`config.mk`:
```
export PLATFORM = sky130hd
export DESIGN_NAME = rau_ctrl
export DESIGN_NICKNAME = d
export VERILOG_FILES = /design/src/sv/rau_pkg.sv /design/src/sv/rau_ctrl.sv
export SDC_FILE = /design/constraint.sdc
export NUM_CORES = 1
export LEC_CHECK = 0
export ABC_AREA = 1
export BUFFER_PORTS_ARGS = -buffer_cell sky130_fd_sc_hd__buf_2
export CELL_PAD_IN_SITES_DETAIL_PLACEMENT = 0
export CELL_PAD_IN_SITES_GLOBAL_PLACEMENT = 1
export CORE_MARGIN = 2
export CORE_UTILIZATION = 34
export DETAILED_ROUTE_END_ITERATION = 10
export GPL_TIMING_DRIVEN = 0
export HOLD_SLACK_MARGIN = 0.02
export PLACE_DENSITY = 0.82
export SKIP_CTS_REPAIR_TIMING = 1
export SYNTH_ARGS = -nofsm -noshare
export SYNTH_HDL_FRONTEND = slang
export SYNTH_SLANG_ARGS = --single-unit
```
`constraint.sdc`:
```
create_clock -name aclk -period 1.28 [get_ports aclk]
set_input_delay 0.128 -clock aclk [delete_from_list [all_inputs] [get_ports aclk]]
set_output_delay 0.128 -clock aclk [all_outputs]
set_load 0.01 [all_outputs]
```
`src/sv/rau_pkg.sv`:
```
// Package for the rational arithmetic unit: payload structs, codes and
// the command and status structs between controller and datapath. No dependencies.
`default_nettype none

package rau_pkg;

    typedef enum logic [2:0] {
        CMD_NORM = 3'd0,
        CMD_ADD  = 3'd1,
        CMD_SUB  = 3'd2,
        CMD_MUL  = 3'd3,
        CMD_DIV  = 3'd4,
        CMD_CMP  = 3'd5
    } cmd_t;

    typedef enum logic [1:0] {
        ST_OK       = 2'd0,
        ST_ZERO_DEN = 2'd1,
        ST_DIV_ZERO = 2'd2,
        ST_OVERFLOW = 2'd3
    } status_t;

    typedef struct packed {
        logic [2:0]         cmd;
        logic signed [31:0] a_num;
        logic signed [31:0] a_den;
        logic signed [31:0] b_num;
        logic signed [31:0] b_den;
    } in_item_t;

    typedef struct packed {
        logic signed [31:0] res_num;
        logic [30:0]        res_den;
        logic               less;
        logic               equal;
        logic [1:0]         status;
    } out_item_t;

    typedef enum logic [4:0] {
        DP_NONE,
        DP_CAPTURE,
        DP_LOAD_A,
        DP_LOAD_B,
        DP_WORK_ZERO,
        DP_GCD_INIT,
        DP_GCD_STEP,
        DP_DIV_N_INIT,
        DP_DIV_D_INIT,
        DP_DIV_STEP,
        DP_DIV_N_SAVE,
        DP_DIV_D_SAVE,
        DP_STORE_A,
        DP_STORE_B,
        DP_MUL0,
        DP_MUL1,
        DP_MUL2,
        DP_COMBINE,
        DP_PEND_WORK,
        DP_PEND_ERR,
        DP_PEND_CMP,
        DP_PUSH
    } dp_op_t;

    // Number of quotient bits produced by the restoring divider.
    localparam int DIV_STEPS = 64;

    typedef struct packed {
        dp_op_t  op;
        status_t err;
    } dp_cmd_t;

    typedef struct packed {
        logic [2:0] cmd;
        logic       zden_a;
        logic       zden_b;
        logic       work_zero;
        logic       gcd_done;
    } dp_stat_t;

endpackage

`default_nettype wire

```
`src/sv/rau_ctrl.sv`:
```
// Controller of the rational arithmetic unit: sequences operand reduction,
// products and result hand-off. Uses rau_pkg.
`default_nettype none

module rau_ctrl
    import rau_pkg::*;
(
    input  wire logic     aclk,
    input  wire logic     aresetn,
    input  wire logic     s_valid,
    output logic          s_ready,
    output logic          m_valid,
    input  wire logic     m_ready,
    input  wire dp_stat_t dstat,
    output dp_cmd_t       dcmd
);

    localparam int          CW       = $clog2(DIV_STEPS);
    localparam logic [CW-1:0] CNT_LAST = CW'(DIV_STEPS - 1);

    typedef enum logic [4:0] {
        S_IDLE, S_CHECK, S_LOAD_A, S_LOAD_B, S_RED, S_GCD,
        S_DIVN_INIT, S_DIVN, S_DIVN_SAVE, S_DIVD_INIT, S_DIVD, S_DIVD_SAVE,
        S_RET, S_MUL0, S_MUL1, S_MUL2, S_COMBINE, S_CMP, S_PEND, S_ERR, S_DONE
    } state_t;

    typedef enum logic [1:0] {PH_A, PH_B, PH_R} phase_t;

    state_t        state_reg, state_next;
    phase_t        ph_reg, ph_next;
    status_t       err_reg, err_next;
    logic [CW-1:0] cnt_reg, cnt_next;
    logic          m_valid_reg, m_valid_next;

    always_comb begin
        state_next   = state_reg;
        ph_next      = ph_reg;
        err_next     = err_reg;
        cnt_next     = cnt_reg;
        m_valid_next = m_valid_reg && !m_ready;
        s_ready      = 1'b0;
        dcmd.op      = DP_NONE;
        dcmd.err     = err_reg;
        case (state_reg)
            S_IDLE: begin
                s_ready = 1'b1;
                if (s_valid) begin
                    dcmd.op    = DP_CAPTURE;
                    state_next = S_CHECK;
                end
            end
            S_CHECK: begin
                if (dstat.cmd > CMD_CMP) begin
                    err_next   = ST_OK;
                    state_next = S_ERR;
                end else if (dstat.zden_a ||
                             (dstat.cmd != CMD_NORM && dstat.zden_b)) begin
                    err_next   = ST_ZERO_DEN;
                    state_next = S_ERR;
                end else begin
                    state_next = S_LOAD_A;
                end
            end
            S_LOAD_A: begin
                dcmd.op    = DP_LOAD_A;
                ph_next    = PH_A;
                state_next = S_RED;
            end
            S_LOAD_B: begin
                dcmd.op    = DP_LOAD_B;
                ph_next    = PH_B;
                state_next = S_RED;
            end
            S_RED: begin
                if (dstat.work_zero) begin
                    dcmd.op    = DP_WORK_ZERO;
                    state_next = S_RET;
                end else begin
                    dcmd.op    = DP_GCD_INIT;
                    state_next = S_GCD;
                end
            end
            S_GCD: begin
                if (dstat.gcd_done) begin
                    state_next = S_DIVN_INIT;
                end else begin
                    dcmd.op = DP_GCD_STEP;
                end
            end
            S_DIVN_INIT: begin
                dcmd.op    = DP_DIV_N_INIT;
                cnt_next   = '0;
                state_next = S_DIVN;
            end
            S_DIVN: begin
                dcmd.op  = DP_DIV_STEP;
                cnt_next = cnt_reg + 1'b1;
                if (cnt_reg == CNT_LAST) begin
                    state_next = S_DIVN_SAVE;
                end
            end
            S_DIVN_SAVE: begin
                dcmd.op    = DP_DIV_N_SAVE;
                state_next = S_DIVD_INIT;
            end
            S_DIVD_INIT: begin
                dcmd.op    = DP_DIV_D_INIT;
                cnt_next   = '0;
                state_next = S_DIVD;
            end
            S_DIVD: begin
                dcmd.op  = DP_DIV_STEP;
                cnt_next = cnt_reg + 1'b1;
                if (cnt_reg == CNT_LAST) begin
                    state_next = S_DIVD_SAVE;
                end
            end
            S_DIVD_SAVE: begin
                dcmd.op    = DP_DIV_D_SAVE;
                state_next = S_RET;
            end
            S_RET: begin
                case (ph_reg)
                    PH_A: begin
                        dcmd.op    = DP_STORE_A;
                        state_next = (dstat.cmd == CMD_NORM) ? S_PEND : S_LOAD_B;
                    end
                    PH_B: begin
                        dcmd.op = DP_STORE_B;
                        if (dstat.cmd == CMD_DIV && dstat.work_zero) begin
                            err_next   = ST_DIV_ZERO;
                            state_next = S_ERR;
                        end else begin
                            state_next = S_MUL0;
                        end
                    end
                    default: state_next = S_PEND;
                endcase
            end
            S_MUL0: begin
                dcmd.op    = DP_MUL0;
                state_next = S_MUL1;
            end
            S_MUL1: begin
                dcmd.op    = DP_MUL1;
                state_next = S_MUL2;
            end
            S_MUL2: begin
                dcmd.op    = DP_MUL2;
                state_next = S_COMBINE;
            end
            S_COMBINE: begin
                dcmd.op = DP_COMBINE;
                if (dstat.cmd == CMD_CMP) begin
                    state_next = S_CMP;
                end else begin
                    ph_next    = PH_R;
                    state_next = S_RED;
                end
            end
            S_CMP: begin
                dcmd.op    = DP_PEND_CMP;
                state_next = S_DONE;
            end
            S_PEND: begin
                dcmd.op    = DP_PEND_WORK;
                state_next = S_DONE;
            end
            S_ERR: begin
                dcmd.op    = DP_PEND_ERR;
                state_next = S_DONE;
            end
            S_DONE: begin
                if (!m_valid_reg || m_ready) begin
                    dcmd.op      = DP_PUSH;
                    m_valid_next = 1'b1;
                    state_next   = S_IDLE;
                end
            end
            default: state_next = S_IDLE;
        endcase
    end

    always_ff @(posedge aclk) begin
        if (!aresetn) begin
            state_reg   <= S_IDLE;
            ph_reg      <= PH_A;
            err_reg     <= ST_OK;
            cnt_reg     <= '0;
            m_valid_reg <= 1'b0;
        end else begin
            state_reg   <= state_next;
            ph_reg      <= ph_next;
            err_reg     <= err_next;
            cnt_reg     <= cnt_next;
            m_valid_reg <= m_valid_next;
        end
    end

    assign m_valid = m_valid_reg;

endmodule

`default_nettype wire

```
==> impl_metrics.tcl, run 1 <==
set metrics [dict create \
    run_status "complete, but fails checks" \
    violations "negative setup slack" \
    worstSetupEndpoint "dcmd[2]" \
    viasPerCell 4.91 \
    wl_per_cell_um 12.3 \
    clock_sinks 16 \
    dp.cells 283 \
    numCtsBuffers 3 \
    drive_gt1_share_pct 44.5 \
    fmax_mhz 602 \
    synth-seq-cells 16 \
    met1_usage_pct 22.3 \
    vias 1528 \
    arrival_ns 1.53 \
    p_comb_share_pct 64.6 \
    grt_start_max_net_pins 11 \
    post-route-util_pct 53.7 \
    first_iter_violations 55 \
    cp-start-kind "flop" \
    die_w_um 64.6 \
    core_area_mm2 0.00361 \
    h-tree-depth 1 \
    ant_nets 0 \
    clock_path_buffers 2 \
    fin_skew_ns 0.00205 \
    internal-power_mw 1.82 \
    area_delta_synth_final_pct 55.3 \
    die_h_um 64.6 \
    cts_tree "built" \
    gp_congestion 0.890 \
    startpoint "state_reg[4]$_SDFFE_PN0P_" \
    finalCritPeriodShare_pct 130 \
    avgSynthCellArea_um2 5.78 \
    layout.cells.non_filler 311 \
    root_buffer "clkbuf_8" \
    grt_pass1_vias 1261 \
    yosys_warnings 0 \
    drt-total-wl_um 3830 \
    crit_path_max_fanout 7 \
    seq_area_frac_synth_pct 25.7 \
    worst_slack_ns -0.381 \
    rsz0062_at_grt "yes" \
    switching_share_pct 46.0 \
    reg2reg_slack_ns -0.25 \
    cap_violations 0 \
    dr.pass1.iters 4 \
    grt.overflow.total 0 \
    grt_antenna_before_repair 0 \
    clk_latency_ns 0.25 \
    pwr-share-clk_pct 13.0 \
    drcViolationCount 0 \
    hp-class "in -> reg" \
    synth_nets 228 \
    dp_hpwl_um 2730 \
    switchingPower_mw 1.55 \
    diodes 0 \
    place_ws_ns -0.318 \
    grt_pass1_wl_um 5540 \
    p_leak_nw 0.930 \
    final_nets 276 \
    port_buffers 19 \
    cp-end-kind "output port" \
    irDropWorstVdd_mv 0.684 \
    relSlewSlack_pct 64.8 \
    synth_cell_types 25 \
    r2r_end "state_reg[2]$_SDFFE_PN0P_" \
    seq_power_share_pct 22.4 \
    clk_pin_slew_ns 0.06 \
    busiest_layer "met2" \
    grt_usage_pct 16.7 \
    dieArea_mm2 0.00417 \
    gr-usage-met3_pct 1.56 \
    slew_violations 0 \
    synth_cells 216 \
    hold_violations 0 \
    reg2reg_depth 8 \
    power_mw 3.37 \
    setup_viol 18 \
    initial_utilization_pct 34.6 \
    num_rows 22 \
    layout_min_cycle_time_ns 1.66 \
    pwr_density_cell_mw_per_mm2 1740 \
    tightest_slew_ns 0.528 \
    timing.rr.start "state_reg[1]$_SDFFE_PN0P_" \
    largest_reg_flops 6 \
    io_pins 20 \
    tns_ns -3.89 \
    worstSetupPathType "reg -> out" \
    met2_usage_pct 28.0 \
    crit_required_ns 1.15 \
    synth_area_mm2 0.00125 \
]
[metal layers]
layer  part of all wire (%)  vias to the layer above
li1                       -                      791
met1                     45                      689
met2                     49                       38
met3                    2.7                       10
met4                    3.1                        0
met5                      0                        -
[power groups by stage]
stage,Clock (mW),Combinational [mW],Sequential [mW]
after floorplan,0,0.987,0.681
after global placement,0,1.38,0.694
after detailed placement,0,1.37,0.695
after CTS,0.449,1.37,0.685
after global routing,0.470,2.36,0.766
final,0.437,2.18,0.756
[cell type report]
cell class,instances,area (um^2)
Buffer,3,26.3
Clock buffer,4,55.1
Fill cell,370,1670
Inverter,32,138
Multi-Input combinational cell,165,1030
Sequential cell,16,337
Tap cell,48,60.1
Timing Repair Buffer,43,295
[worst min-delay path by stage]
stage	slack [ns]	depth (start not counted)	endpoint	from
2_1_floorplan	0.23	2	state_reg[4]$_SDFFE_PN0P_	aresetn
3_3_place_gp	0.37	3	state_reg[4]$_SDFFE_PN0P_	aresetn
3_5_place_dp	0.37	3	state_reg[4]$_SDFFE_PN0P_	aresetn
4_1_cts	0.11	3	state_reg[4]$_SDFFE_PN0P_	aresetn
5_1_grt	0.12	3	state_reg[4]$_SDFFE_PN0P_	aresetn
6_report	0.10	3	state_reg[4]$_SDFFE_PN0P_	aresetn
[worst max-delay path: stages (launching register included)]
cell	delay (ns)
dfxtp_2	0.33
buf_6	0.14
inv_8	0.05
nand3_4	0.09
nor2_4	0.05
inv_2	0.08
nor2_4	0.04
nor3_2	0.20
o2111ai_2	0.14
buf_2	0.16
[cells in the mapped netlist, drive strengths merged]
| cell | n | area [um^2] |
|---|---|---|
| dfxtp | 16 | 320 |
| a21oi | 21 | 113 |
| nor2 | 41 | 176 |
| inv | 32 | 120 |
| nand3 | 21 | 110 |
| o21ai | 4 | 20.0 |
| clkbuf | 1 | 3.75 |
| ha | 1 | 12.5 |
| nand3b | 4 | 30.0 |
| buf | 2 | 18.8 |
| o2111ai | 1 | 8.76 |
| nand4 | 7 | 50.1 |
| nor3 | 4 | 20.0 |
| o22ai | 1 | 6.26 |
| nand2 | 60 | 238 |
[logic make-up (layout without fill, tap and decap cells)]
family / after synthesis / count (layout) / synth area share, %
AND/OR/NAND/NOR: 137 / 137 / 50.1
AO/OA/AOI/OAI: 27 / 27 / 11.8
adder cells (fa/ha/maj): 1 / 1 / 1.00
flip-flops: 16 / 16 / 25.7
buffers and inverters: 35 / 82 / 11.4
[placed cells by master, fill, tap and decap left out]
cell        n
a21oi_1    15
a21oi_2     4
a21oi_4     2
buf_2      17
buf_4      22
buf_6       6
clkbuf_1    1
clkbuf_8    4
dfxtp_1    11
dfxtp_2     1
dfxtp_4     4
ha_1        1
inv_1      24
inv_2       3
inv_4       4
inv_8       1
nand2_1    40
nand2_2    15
nand2_4     5
nand3_1    13
nand3_2     6
nand3_4     2
nand3b_1    4
nand4_1     6
nand4_2     1
nor2_1     25
nor2_2      4
nor2_4     12
nor3_1      1
nor3_2      3
o2111ai_2   1
o21ai_0     2
o21ai_1     2
o22ai_1     1
[per-stage QoR]
stage	hold WS (ns)	area, um^2
5_1_grt	0.122	1940
3_3_place_gp	0.372	1410
4_1_cts	0.109	1470
2_1_floorplan	0.226	1260
6_report	0.101	1940
3_5_place_dp	0.366	1410
No activity file was read; power rests on OpenSTA's default activity.
==> inputs of run 2 (changes only) <==
==> constraint.sdc (replaced) <==
create_clock -name aclk -period 1.28 [get_ports aclk]
set_input_delay 0.128 -clock aclk [delete_from_list [all_inputs] [get_ports aclk]]
set_output_delay 0.128 -clock aclk [all_outputs]
set_load 0.005 [all_outputs]
==> impl_metrics.tcl, run 2 (synthesized netlist as in run 1, its figures left out) <==
set metrics [dict create \
    run_status "complete, but fails checks" \
    violations "negative setup slack" \
    crit_chain "nor2_4 -> nand3_4 -> nor2_4 -> inv_2 -> nor2_4 -> nor3_2 -> o2111ai_1 -> buf_2" \
    drive_gt1_share_pct 44.4 \
    final_nets 274 \
    numCtsBuffers 3 \
    fin_skew_ns 0.00145 \
    cp.depth 8 \
    relSlewSlack_pct 67.3 \
    grt_start_max_net_pins 11 \
    cp_slowest_cell "dfxtp_4" \
    clock_path_buffers 2 \
    worst_slack_ns -0.359 \
    vias 1541 \
    root_buffer "clkbuf_8" \
    grt_pass1_wl_um 5480 \
    initial_utilization_pct 34.6 \
    crit_top_cell "nor2_4" \
    grt_pass1_vias 1238 \
    dieArea_mm2 0.00417 \
    fin_area_mm2 0.00190 \
    grt_usage_pct 16.9 \
    crit_required_ns 1.15 \
    ant_nets 0 \
    whs_ns 0.101 \
    finalCritPeriodShare_pct 128 \
    port_buffers 19 \
    p_leak_nw 0.901 \
    cts_tree "built" \
    io_pins 20 \
    irDropWorstVdd_mv 0.854 \
    arrival_ns 1.51 \
    seqCellArea_um2 337 \
    final_common_cell "nand2_1" \
    cp-end-kind "output port" \
    grt.overflow.total 0 \
    r2r_end "state_reg[0]$_SDFFE_PN0P_" \
    die_w_um 64.6 \
    h-tree-depth 1 \
    core_area_mm2 0.00361 \
    die_h_um 64.6 \
    layout.cells.non_filler 309 \
    worstSetupPathType "reg -> out" \
    power_mw 3.20 \
    clk_pin_slew_ns 0.06 \
    path_delay_family "simple AND/OR/NAND/NOR gates" \
    rsz0062_at_grt "yes" \
    final_cell_mix "41 x nand2_1, 24 x inv_1, 23 x nor2_1" \
    clock_sinks 16 \
    setup_viol 20 \
    grt_antenna_before_repair 0 \
    hold_violations 0 \
    wl_per_cell_um 13.2 \
    largest_reg_flops 6 \
    multi_input_area_mm2 0.00101 \
    critical_path_buf_inv_count 2 \
    slew_violations 0 \
    drcViolationCount 0 \
    tightest_slew_ns 0.490 \
    fmax_mhz 610 \
    reg2reg_depth 10 \
    fillers 385 \
    pwr_density_cell_mw_per_mm2 1690 \
    slowest_delay_ns 0.39 \
    dp.cells 283 \
    drt-total-wl_um 4090 \
    diodes 0 \
    startpoint "state_reg[0]$_SDFFE_PN0P_" \
    viasPerCell 4.99 \
    hp-class "in -> reg" \
    area_delta_synth_final_pct 52.1 \
    reg2reg_slack_ns -0.25 \
    layout_min_cycle_time_ns 1.64 \
    num_rows 22 \
    dp_hpwl_um 2680 \
    first_iter_violations 119 \
    dr.pass1.iters 5 \
    gp_congestion 0.903 \
    cap_violations 0 \
    place_area_mm2 0.00140 \
    clk_latency_ns 0.25 \
    timing.rr.start "state_reg[0]$_SDFFE_PN0P_" \
    crit_path_max_fanout 6 \
    worstSetupEndpoint "dcmd[2]" \
    cp-start-kind "flop" \
]
run 2: metrics by stage:
step                TNS [ns]  setup WS [ns]  utilization [%]
finish                 -3.51         -0.359             52.6
global route           -5.39         -0.422             52.6
CTS                    -5.75         -0.560             40.4
detailed placement     -4.10         -0.366             38.9
global placement       -4.14         -0.380             38.9
floorplan                  0        0.00616                -
run 2: worst min-delay path by stage:
stage | slack, ns | from | end | cells after the start
2_1_floorplan | 0.23 | aresetn | state_reg[4]$_SDFFE_PN0P_ | 2
6_report | 0.10 | aresetn | state_reg[4]$_SDFFE_PN0P_ | 3
3_3_place_gp | 0.37 | aresetn | state_reg[4]$_SDFFE_PN0P_ | 3
5_1_grt | 0.12 | aresetn | state_reg[4]$_SDFFE_PN0P_ | 3
3_5_place_dp | 0.38 | aresetn | state_reg[4]$_SDFFE_PN0P_ | 3
4_1_cts | 0.11 | aresetn | state_reg[4]$_SDFFE_PN0P_ | 3
run 2: final cells by class:
class	count	share of cell area, %
inverters	32	6.99
multi-input cells	165	53.3
clock buffers	4	2.90
flip-flops and latches	16	17.7
plain buffers	3	1.39
repair buffers	41	14.5
well taps	48	3.17
run 2: per-layer routing:
layer	track usage [%]	wire, um	vias up
li1	-	-	792
met1	23.1	1780	695
met2	27.9	2080	46
met3	1.56	143	8
met4	5.59	81	0
met5	0	0	-
run 2: power breakdown:
group / internal (mW) / leakage (nW) / switching (mW)
registers: 0.608 / 0.133 / 0.163
clock network: 0.273 / 0.0288 / 0.178
logic: 0.846 / 0.739 / 1.14
run 2: worst min-delay path, cell delays in order:
cell	delay (ns)
buf_2	0.10
nand2_1	0.06
inv_1	0.04
